--- src/rtl/core/wmft_pkg.sv ---
package wmft_pkg;

  // Window geometry
  localparam int VALUE_BITS = 12;
  localparam int MAX_WINDOW = 4096;
  localparam int NVALUES    = 1 << VALUE_BITS;

  // Field widths
  localparam int FUNC_W  = 2;
  localparam int VALUE_W = 12;
  localparam int K_W     = 13;
  localparam int CNT_BITS   = $clog2(MAX_WINDOW + 1);
  localparam int HADDR_BITS = $clog2(MAX_WINDOW);
  localparam int PROD_W     = CNT_BITS + K_W;

  // Clear sweep covers the deeper of the two tables
  localparam int CLR_DEPTH = (NVALUES > MAX_WINDOW) ? NVALUES : MAX_WINDOW;
  localparam int CLR_BITS  = $clog2(CLR_DEPTH);

  // Stream data widths, padded to whole bytes
  localparam int IN_RAW_W     = FUNC_W + VALUE_W + K_W;
  localparam int IN_TDATA_W   = ((IN_RAW_W + 7) / 8) * 8;
  localparam int OUT_RAW_W    = 2 * CNT_BITS + 2;
  localparam int OUT_TDATA_W  = ((OUT_RAW_W + 7) / 8) * 8;

  // Item function codes
  localparam logic [FUNC_W-1:0] FUNC_ADD = 2'd0;
  localparam logic [FUNC_W-1:0] FUNC_REM = 2'd1;
  localparam logic [FUNC_W-1:0] FUNC_QRY = 2'd2;

  // Controller to datapath commands
  typedef struct packed {
    logic clr_step;
    logic accept;
    logic rdc;
    logic wr1;
    logic wr2;
    logic load_out;
  } cmd_t;

  // Datapath to controller status
  typedef struct packed {
    logic clr_done;
    logic skip;
  } sts_t;

endpackage

--- src/rtl/core/wmft_ctrl.sv ---
module wmft_ctrl (
  input  logic            clk,
  input  logic            rst_n,
  input  logic            in_tvalid,
  output logic            in_tready,
  output logic            out_tvalid,
  input  logic            out_tready,
  input  wmft_pkg::sts_t  sts,
  output wmft_pkg::cmd_t  cmd
);

  localparam logic [2:0] S_CLR  = 3'd0;
  localparam logic [2:0] S_IDLE = 3'd1;
  localparam logic [2:0] S_RDC  = 3'd2;
  localparam logic [2:0] S_WR1  = 3'd3;
  localparam logic [2:0] S_WR2  = 3'd4;
  localparam logic [2:0] S_OUT  = 3'd5;

  logic [2:0] state_r, state_nxt;
  logic       out_tvalid_r, out_tvalid_nxt;
  logic       out_free;

  assign out_free = !out_tvalid_r || out_tready;

  // Clear, then lookup, two histogram writes unless skipped, output
  always_comb begin
    state_nxt = state_r;
    cmd       = '0;
    in_tready = 1'b0;
    unique case (state_r)
      S_CLR: begin
        cmd.clr_step = 1'b1;
        if (sts.clr_done) begin
          state_nxt = S_IDLE;
        end
      end
      S_IDLE: begin
        in_tready = 1'b1;
        if (in_tvalid) begin
          cmd.accept = 1'b1;
          state_nxt  = S_RDC;
        end
      end
      S_RDC: begin
        cmd.rdc   = 1'b1;
        state_nxt = sts.skip ? S_OUT : S_WR1;
      end
      S_WR1: begin
        cmd.wr1   = 1'b1;
        state_nxt = S_WR2;
      end
      S_WR2: begin
        cmd.wr2   = 1'b1;
        state_nxt = S_OUT;
      end
      S_OUT: begin
        if (out_free) begin
          cmd.load_out = 1'b1;
          state_nxt    = S_IDLE;
        end
      end
      default: begin
        state_nxt = S_CLR;
      end
    endcase
  end

  // Hold the result until the downstream transfer
  always_comb begin
    out_tvalid_nxt = out_tvalid_r;
    if (cmd.load_out) begin
      out_tvalid_nxt = 1'b1;
    end else if (out_tready) begin
      out_tvalid_nxt = 1'b0;
    end
  end

  always_ff @(posedge clk) begin
    if (!rst_n) begin
      state_r      <= S_CLR;
      out_tvalid_r <= 1'b0;
    end else begin
      state_r      <= state_nxt;
      out_tvalid_r <= out_tvalid_nxt;
    end
  end

  assign out_tvalid = out_tvalid_r;

  // An accepted item goes straight to the count lookup
  a_accept_rdc: assert property (@(posedge clk) disable iff (!rst_n)
    (in_tvalid && in_tready) |=> (state_r == S_RDC))
    else $error("accepted item did not reach lookup");

  // No item is taken while the tables are being cleared
  a_no_accept_clr: assert property (@(posedge clk) disable iff (!rst_n)
    (state_r == S_CLR) |-> !cmd.accept)
    else $error("item accepted during clear");

  // A result load always leaves a valid result behind
  a_load_valid: assert property (@(posedge clk) disable iff (!rst_n)
    cmd.load_out |=> out_tvalid)
    else $error("loaded result not presented");

endmodule

--- config.mk ---
export PLATFORM = sky130hd
export DESIGN_NAME = wmft_ctrl
export DESIGN_NICKNAME = d
export VERILOG_FILES = /design/src/rtl/core/wmft_pkg.sv /design/src/rtl/core/wmft_ctrl.sv
export SDC_FILE = /design/constraint.sdc
export NUM_CORES = 1
export LEC_CHECK = 0
export ABC_AREA = 1
export BUFFER_PORTS_ARGS = -buffer_cell sky130_fd_sc_hd__buf_2
export CORE_AREA = 3 3 40 42
export DETAILED_ROUTE_END_ITERATION = 7
export DIE_AREA = 0 0 43 45
export GPL_TIMING_DRIVEN = 0
export SYNTH_ARGS = -nofsm -noshare
export SYNTH_HDL_FRONTEND = slang
export SYNTH_SLANG_ARGS = --single-unit
--- constraint.sdc ---
create_clock -name clk -period 1.7 [get_ports clk]
set_input_delay 0.34 -clock clk [delete_from_list [all_inputs] [get_ports clk]]
set_output_delay 0.34 -clock clk [all_outputs]
set_load 0.05 [all_outputs]
# Word-level counts from Yosys, hierarchy flattened
# Index checks and enable logic that the tools add are counted.
word_totals:
  input_bits: 6
  ff_bits: 4
classes:
  n_mux: 16
  n_reduce_logical: 5
  n_eq_ne: 8
op_table:
  columns: ["operator", "n"]
  rows:
  - ["one-hot mux 3 bit (6 select lines)", 1]
  - ["two-way mux 3 bit", 4]
  - ["two-way mux 1 bit", 11]
  - ["== test 3 x 2 -> 1 bit (second input constant)", 2]
  - ["== test 3 bit (second input constant)", 2]
  - ["!= test 2 bit (second input constant)", 3]
  - ["== test 3 x 1 -> 1 bit (second input constant)", 1]
  - ["zero test 3 bit", 1]
  - ["AND reduction 3 bit", 1]
  - ["nonzero test 2 bit", 1]
  - ["zero test 1 bit", 1]
  - ["logical OR 1 bit", 1]

# Depth between registers and ports, before layout
# Gate-level depths: netlist of run 1.
logic_depth:
  depth_word: 5
  ltp_mapped: 7

# Least setup slack after synthesis of run 1
# Ideal clock, no wire load.
synth_path:
  path_kind: "reg-to-output"
  startpoint: "reg state_r[0]"
  endpoint: "out cmd[4] (netlist bit)"
  arrival_time_ps: 1542
  required_time_ps: 1360
  slack_ps: -182
  stages_incl_launch_ff: 4
  path_cell_list: "dfxtp_1 > buf_4 > nand2_1 > nor3_1"
synth_lines:
  columns: ["item", "line_no", "rtl"]
  rows:
  - ["start: declaration", "wmft_ctrl.sv:19", "logic [2:0] state_r, state_nxt;"]
  - ["start signal: assignment", "wmft_ctrl.sv:83", "state_r <= state_nxt;"]
  - ["end: declaration", "wmft_ctrl.sv:9", "output wmft_pkg::cmd_t cmd"]

==> reports/qor.csv, run 1 <==
stage,metric,value,unit
final_layout,Syn-to-layout area delta,45.3,%
timing,slew at the pin closest to its max-slew limit,254,ps
hold_path,hold path depth,2,
cts,setup repair bufs after CTS,0,
critical_path,Worst R2R Path Depth,5,
pwr,pwr dens,1030,nW/µm²
synthesis,cells after synthesis,41,
critical_path,Reg-to-Reg End,state_r[0]$_SDFFE_PN0P_,
critical_path,crit end category,primary output,
synthesis,Synth cell types,14,
global_routing,GRT overflow,0,
global_routing,largest net degree at the start of global routing,9,
cts,root buf cell,clkbuf_4,
synthesis,syn_nets,47,
die,Core Area,1280,µm²
final_layout,fin nets,65,
cts,clock latency on the worst-skew pair,230,ps
timing,final worst clock skew,3.94,ps
critical_path,Critical Path Start Type,register,
synthesis,synthesized flop and latch total,4,
job,max_cap viols,0,
placement,gpl congestion,0.697,
final_layout,final instance area,365,µm²
global_routing,initial antenna violation count,0,
global_routing,GRT Util Overall,0.0749,
cts,clk buf depth,2,
timing,worst relative slew slack,0.832,
timing,fin crit share,0.937,
critical_path,flop2flop setup slack,690,ps
placement,"Cell Area, Placed",335,µm²
routing,WL/cell,8.65,µm
final_layout,most frequent cells in the layout,"buf_2 (12), nor2_1 (8), inv_1 (6)",
cts,CTS tree,done,
synthesis,Synth Cell Area,251,µm²
die,row count,13,
routing,Vias/cell,4.18,
critical_path,r2r startpoint,state_r[1]$_SDFFE_PN0P_,
final_layout,layout cells sized above 1,0.386,
cts,"CTS clk-pin slew, worst paths",40,ps
timing,Slew Limit Fails,0,
hold_path,Hold Path Class,input pin to register,
critical_path,"Worst Path Class, Setup",register to primary output,
pwr,overall power,0.377,mW
synthesis,yosys warns,0,
timing,hold violation count in the final report,0,
routing,final wirelength,623,µm
pwr,peak supply drop,0.000185,V
hold_path,hold endpoint,out_tvalid$_SDFFE_PN0P_,
timing,fmax,628,MHz
placement,placed insts,69,
cts,hold_buf cts,0,
synthesis,register area share after synthesis,0.318,
final_layout,"commonest non-fill, non-tap cell in the layout",buf_2,
final_layout,final design utilization,0.284,
final_layout,antenna diode count,0,
critical_path,Critical Path RT,1360,ps
routing,first-pass iteration count of the detailed router,4,
critical_path,worst path arrival time,1250,ps
placement,dpl hpwl,506,µm
timing,RSZ-0062 raised after global routing,false,
cts,H-tree Lvls,1,
timing,Final setup viols,0,
cts,Num CTS Buffers,3,
status,status,finished clean,
final_layout,Finished Layout Cells,72,
routing,via count,301,
placement,PortBufs,13,
hold_path,hold_sp,rst_n,
die,Die Y-Extent,45,µm
timing,min cycle time layout,1590,ps
die,I/O pin count,14,
die,initial core utilization,0.196,
die,total die area,1940,µm²
global_routing,first-pass GRT wire length,1060,µm
routing,DRC viols,0,
die,Die W,43,µm
global_routing,number of global-route vias before repair,281,
pwr,Pleak,0.207,nW
routing,antenna-violating nets left,0,
synthesis,post-synthesis average cell area,6.13,µm²
cts,Sink Count,4,
critical_path,CP max FO,6,
routing,initial drt markers,7,
[worst max path at each step]
stage                     slack, ps                     from     end  depth (start not counted)
final                           110  state_r[2]$_SDFFE_PN0P_  cmd[0]                          6
after global routing             20  state_r[2]$_SDFFE_PN0P_  cmd[0]                          6
after CTS                        60  state_r[2]$_SDFFE_PN0P_  cmd[0]                          6
after detailed placement        180  state_r[2]$_SDFFE_PN0P_  cmd[0]                          6
after global placement          190  state_r[2]$_SDFFE_PN0P_  cmd[0]                          6
after floorplan                -180  state_r[0]$_SDFFE_PN0P_  cmd[4]                          3
[state kept, by name, indices dropped and copies added (netlist names)]
register and cells:
state_r 3, out_tvalid 1
[critical path, cell delays in order, from the launching register on]
cell and delay (ps):
dfxtp_2 380, inv_2 60, nor2_2 120, nand2_1 60, nor2_1 120, buf_4 130
buf_6 140
[cells in the mapped netlist, drive strengths merged]
master | n | area, µm²
dfxtp | 4 | 80.1
nor3 | 4 | 20.0
buf | 2 | 15.0
inv | 8 | 30.0
o21ai | 1 | 5.00
o21a | 1 | 7.51
a21oi | 3 | 15.0
nand4 | 1 | 6.26
nand2 | 4 | 15.0
a31oi | 1 | 6.26
nand3 | 3 | 15.0
nor2 | 9 | 36.3
[metrics by stage]
stage | worst slack, ps | TNS (ps) | hold WS (ps)
2_1_floorplan | -182 | -459 | 458
3_3_place_gp | 186 | 0 | 564
3_5_place_dp | 182 | 0 | 571
4_1_cts | 60.5 | 0 | 326
5_1_grt | 21.7 | 0 | 349
6_report | 107 | 0 | 331
[power by group]
part	leakage (nW)	switching [mW]	internal (mW)
Combinational	0.160	0.109	0.0410
Clock	0.0138	0.0372	0.0789
Sequential	0.0332	0.00821	0.103
Total	0.207	0.154	0.223
[per-layer routing]
metal | routed length (µm) | GRT usage
met5 | 0 | 0
met4 | 0 | 0.0723
met3 | 24 | 0.0120
met2 | 327 | 0.123
met1 | 270 | 0.0817
[kinds of logic (layout without fill, tap and decap cells)]
family | count (synthesis) | count (layout) | synth area share
compound gates | 6 | 6 | 0.134
buf+inv | 10 | 26 | 0.179
flops | 4 | 4 | 0.318
simple gates | 21 | 21 | 0.368
[timing repair]
| item | CTS | global route |
|---|---|---|
| hold endpoints to repair | 0 | 0 |
| setup endpoints to repair | 1 | 1 |
| pin swaps | 0 | 0 |
| gates resized for setup | 2 | 1 |
[layout make-up]
class                   instances  area [µm²]
clock buffers                   3        22.5
well taps                      15        18.8
plain buffers                   2        15.0
inverters                       8        30.0
fillers                       159         920
flip-flops and latches          4        81.3
repair buffers                 13        71.3
multi-input cells              27         126
Note: power is estimated with default switching activity, not from simulation.
==> inputs of run 2 (changes only) <==
CORE_AREA = 2 2 39 41   (was 3 3 40 42)
DIE_AREA = 0 0 41 43   (was 0 0 43 45)
SKIP_CTS_REPAIR_TIMING = 1   (was unset)
==> run 2 against run 1 <==
Against the previous run: clock skew barely moved; sequential cell count did not move; via count rose by 2.0%; hold slack got worse by 7.9 ps; sequential share of layout area fell by 0.076 points; setup slack improved by 3.1 ps; largest power group unchanged.
==> reports/qor.csv, run 2 (synthesis gave the netlist of run 1 again) <==
stage,metric,value,unit,change
cts,root buf cell,clkbuf_4,,
timing,final worst clock skew,3.97,ps,+0.0299 ps
die,initial core utilization,0.182,,-0.0140
cts,Sink Count,4,,unchanged
global_routing,initial antenna violation count,0,,unchanged
timing,hold slack,323,ps,-7.86 ps
final_layout,max FFs per register,3,,unchanged
cts,clock latency on the worst-skew pair,240,ps,about the same
placement,gpl congestion,0.699,,+0.27%
final_layout,antenna diode count,0,,unchanged
critical_path,flop2flop setup slack,690,ps,about the same
final_layout,final instance area,367,µm²,+0.34%
job,max_cap viols,0,,unchanged
routing,via count,307,,+2.0%
critical_path,worst path arrival time,1250,ps,about the same
timing,hold violation count in the final report,0,,unchanged
final_layout,"commonest non-fill, non-tap cell in the layout",buf_2,,
timing,RSZ-0062 raised after global routing,false,,
die,Die Y-Extent,43,µm,-4.4%
critical_path,CP max FO,6,,unchanged
timing,fmax,629,MHz,+0.20%
hold_path,hold path depth,2,,unchanged
cts,CTS tree,done,,
placement,Setup WS pre-CTS,188,ps,+6.73 ps
routing,final wirelength,563,µm,-9.6%
timing,Final WS setup,110,ps,+3.11 ps
critical_path,Critical Path RT,1360,ps,about the same
critical_path,Worst R2R Path Depth,5,,unchanged
die,Core Area,1380,µm²,+7.7%
final_layout,Syn-to-layout area delta,45.8,%,
die,I/O pin count,14,,unchanged
routing,antenna-violating nets left,0,,unchanged
final_layout,layout cells sized above 1,0.386,,unchanged
routing,first-pass iteration count of the detailed router,4,,unchanged
hold_path,Hold Path Class,input pin to register,,
placement,"Cell Area, Placed",337,µm²,+0.37%
global_routing,GRT overflow,0,,unchanged
global_routing,largest net degree at the start of global routing,9,,unchanged
critical_path,crit end category,primary output,,
routing,DRC viols,0,,unchanged
status,status,finished clean,,
global_routing,GRT Util Overall,0.0733,,-0.00158
die,total die area,1760,µm²,-8.9%
placement,placed insts,70,,+1.4%
pwr,peak supply drop,0.000206,V,+11%
timing,Final setup viols,0,,unchanged
global_routing,number of global-route vias before repair,237,,-16%
cts,Num CTS Buffers,3,,unchanged
routing,initial drt markers,3,,-4
placement,PortBufs,13,,unchanged
cts,"CTS clk-pin slew, worst paths",40,ps,about the same
pwr,pwr dens,1040,nW/µm²,+0.38%
timing,slew at the pin closest to its max-slew limit,251,ps,-3.18 ps
die,row count,14,,+1
placement,dpl hpwl,481,µm,-4.9%
critical_path,"Worst Path Class, Setup",register to primary output,,
timing,Slew Limit Fails,0,,unchanged
final_layout,Finished Layout Cells,73,,+1.4%
final_layout,fin nets,65,,unchanged
critical_path,Critical Path Start Type,register,,
routing,Vias/cell,4.21,,+0.60%
cts,H-tree Lvls,1,,unchanged
cts,clk buf depth,2,,unchanged
global_routing,first-pass GRT wire length,855,µm,-19%
routing,WL/cell,7.71,µm,-11%
timing,worst relative slew slack,0.834,,+0.00211
pwr,Pleak,0.207,nW,unchanged
die,Die W,41,µm,-4.7%
final_layout,Biggest register,state_r,,
final_layout,most frequent cells in the layout,"buf_2 (12), nor2_1 (8), inv_1 (6)",,
timing,min cycle time layout,1590,ps,-3.11 ps
timing,fin crit share,0.935,,-0.00183
final_layout,Fillers,164,,+3.1%
pwr,overall power,0.380,mW,+0.73%
## run 2: cell counts in the layout (fill, tap and decap cells not counted)
Identical to the previous run, type by type.
## run 2: path summary, 6_finish.rpt
kind                                               from                       to
worst max-delay path            state_r[2]$_SDFFE_PN0P_                   cmd[0]
worst min-delay path                              rst_n  out_tvalid$_SDFFE_PN0P_
worst max register to register  state_r[1]$_SDFFE_PN0P_  state_r[0]$_SDFFE_PN0P_
worst min register to register  out_tvalid$_SDFFE_PN0P_  out_tvalid$_SDFFE_PN0P_
## run 2: layout make-up
cell class	instances	area (µm²)	area share
Multi-Input combinational cell	27	126	0.345
Sequential cell	4	81.3	0.222
Timing Repair Buffer	13	71.3	0.195
Inverter	8	30.0	0.0819
Clock buffer	3	22.5	0.0614
Tap cell	16	20.0	0.0546
Buffer	2	15.0	0.0410
## run 2: critical path: stages (launching register included)
cell     delay [ps]
dfxtp_2         370
inv_2            60
nor2_2          120
nand2_1          70
nor2_1          120
buf_4           130
buf_6           140
## run 2: through the flow
stage                     setup TNS, ps   util
after floorplan                    -459      -
after global placement                0  0.243
after detailed placement              0  0.243
after CTS                         -68.2  0.259
after global routing                  0  0.265
final                                 0  0.265
## run 2: per-layer routing
layer	share of wire	wire length [µm]	vias up	track usage
li1	-	-	163	-
met1	0.43	242	133	0.0740
met2	0.51	286	9	0.109
met3	0.036	20	2	0.0157
met4	0.025	14	0	0.0800
met5	0	0	-	0
## run 2: power breakdown
part	switching, mW	total (mW)	leakage [nW]	internal, mW
Combinational	0.108	0.149	0.160	0.0410
Clock	0.0412	0.120	0.0138	0.0791
Sequential	0.00785	0.111	0.0332	0.103
==> inputs of run 3 (changes only) <==
PLACE_DENSITY = 0.51   (was unset)
==> run 3 against run 2 <==
Against the previous run: setup slack worse by 11 ps; cell count unchanged; maximum frequency is 0.71% lower; hold slack better by 3.4 ps; clock-buffer cell count unchanged; first-iteration DRC count increased by 67%; non-clock buffer count unchanged; critical path type unchanged; largest cell class unchanged.
==> reports/qor.csv, run 3 (synthesis gave the netlist of run 1 again) <==
stage,metric,value,unit,change
placement,Setup WS pre-CTS,192,ps,+3.36 ps
placement,dpl hpwl,478,µm,-0.54%
global_routing,M1 GR Usage,0.0962,,+0.0222
die,Die W,41,µm,unchanged
routing,via count,302,,-1.6%
cts,clock latency on the worst-skew pair,230,ps,about the same
cts,Num CTS Buffers,3,,unchanged
critical_path,Critical Path RT,1360,ps,about the same
final_layout,final instance area,365,µm²,-0.34%
die,Die Y-Extent,43,µm,unchanged
status,status,finished clean,,
die,I/O pin count,14,,unchanged
cts,Sink Count,4,,unchanged
timing,Fin Setup TNS,0,ps,unchanged
final_layout,Biggest register,state_r,,
placement,gpl congestion,0.799,,+14%
timing,final worst clock skew,4.78,ps,+0.815 ps
pwr,Pleak,0.206,nW,-0.61%
final_layout,"commonest non-fill, non-tap cell in the layout",buf_2,,
global_routing,initial antenna violation count,0,,unchanged
placement,"Cell Area, Placed",337,µm²,unchanged
pwr,pwr dens,1030,nW/µm²,-0.17%
routing,DRC viols,0,,unchanged
placement,PortBufs,13,,unchanged
routing,first-pass iteration count of the detailed router,4,,unchanged
routing,initial drt markers,5,,+2
final_layout,final design utilization,0.264,,-0.000905
cts,H-tree Lvls,1,,unchanged
global_routing,number of global-route vias before repair,225,,-5.1%
global_routing,GRT overflow,0,,unchanged
global_routing,GRT met3 Usage,0.0628,,+0.0471
timing,Slew Limit Fails,0,,unchanged
routing,final wirelength,607,µm,+7.8%
final_layout,antenna diode count,0,,unchanged
job,max_cap viols,0,,unchanged
critical_path,Critical Path Start Type,register,,
critical_path,CP max FO,6,,unchanged
timing,RSZ-0062 raised after global routing,false,,
routing,WL/cell,8.32,µm,+7.8%
routing,antenna-violating nets left,0,,unchanged
pwr,peak supply drop,0.000289,V,+41%
timing,min cycle time layout,1600,ps,+11.3 ps
final_layout,Fillers,172,,+4.9%
cts,root buf cell,clkbuf_4,,
timing,fmax,624,MHz,-0.71%
die,row count,14,,unchanged
global_routing,largest net degree at the start of global routing,9,,unchanged
routing,Vias/cell,4.14,,-1.6%
critical_path,worst path arrival time,1260,ps,about the same
final_layout,fin nets,65,,unchanged
global_routing,GRT Max-Usage Layer,met1,,
global_routing,M2 GR Usage,0.0906,,-0.0188
critical_path,"Worst Path Class, Setup",register to primary output,,
timing,Final setup viols,0,,unchanged
timing,hold violation count in the final report,0,,unchanged
final_layout,Syn-to-layout area delta,45.3,%,
die,initial core utilization,0.182,,unchanged
die,Core Area,1380,µm²,unchanged
hold_path,Hold Path Class,input pin to register,,
global_routing,first-pass GRT wire length,862,µm,+0.82%
cts,CTS tree,done,,
critical_path,crit end category,primary output,,
final_layout,layout cells sized above 1,0.404,,+0.0175
cts,clk buf depth,2,,unchanged
timing,Final WS setup,98.6,ps,-11.3 ps
global_routing,GRT Util Overall,0.0772,,+0.00394
timing,slew at the pin closest to its max-slew limit,249,ps,-2.13 ps
final_layout,most frequent cells in the layout,"buf_2 (12), nor2_1 (7), inv_1 (6)",,
timing,fin crit share,0.942,,+0.00664
timing,worst relative slew slack,0.834,,about the same
final_layout,max FFs per register,3,,unchanged
die,total die area,1760,µm²,unchanged
cts,"CTS clk-pin slew, worst paths",40,ps,about the same
## run 3: area by class of cell
type	count	area, µm²	share of cell area
well taps	16	20.0	0.0548
plain buffers	2	15.0	0.0411
multi-input cells	27	129	0.353
repair buffers	13	67.6	0.185
flip-flops and latches	4	81.3	0.223
inverters	8	30.0	0.0822
clock buffers	3	22.5	0.0616
## run 3: routing by layer
metal / vias up / part of all wire
met5: - / 0
met4: 0 / 0
met1: 124 / 0.50
li1: 161 / -
met2: 17 / 0.41
met3: 0 / 0.097
## run 3: per-stage QoR
stage | instances | power, mW | hold slack, ps
final | 73 | 0.378 | 327
after global placement | 70 | 0.262 | 569
after detailed placement | 70 | 0.262 | 571
after global routing | 73 | 0.402 | 321
after floorplan | 41 | 0.230 | 458
after CTS | 73 | 0.384 | 324
## run 3: path summary, 6_finish.rpt
check	startpoint	end	slack (ps)	cells past startpoint
setup / recovery	state_r[2]$_SDFFE_PN0P_	cmd[0]	100	6
hold / removal	rst_n	out_tvalid$_SDFFE_PN0P_	330	2
setup reg to reg	state_r[1]$_SDFFE_PN0P_	state_r[0]$_SDFFE_PN0P_	700	5
hold reg to reg	out_tvalid$_SDFFE_PN0P_	out_tvalid$_SDFFE_PN0P_	630	3
## run 3: power breakdown
| group | switching [mW] | internal (mW) |
|---|---|---|
| Sequential | 0.00827 | 0.103 |
| Clock | 0.0380 | 0.0789 |
| Combinational | 0.109 | 0.0408 |
| Total | 0.156 | 0.222 |
## run 3: critical path, stage by stage, from the launching register on
cell and delay (ps):
dfxtp_2 380, inv_2 70, nor2_2 110, nand2_1 70, nor2_2 100, buf_4 110
buf_4 180
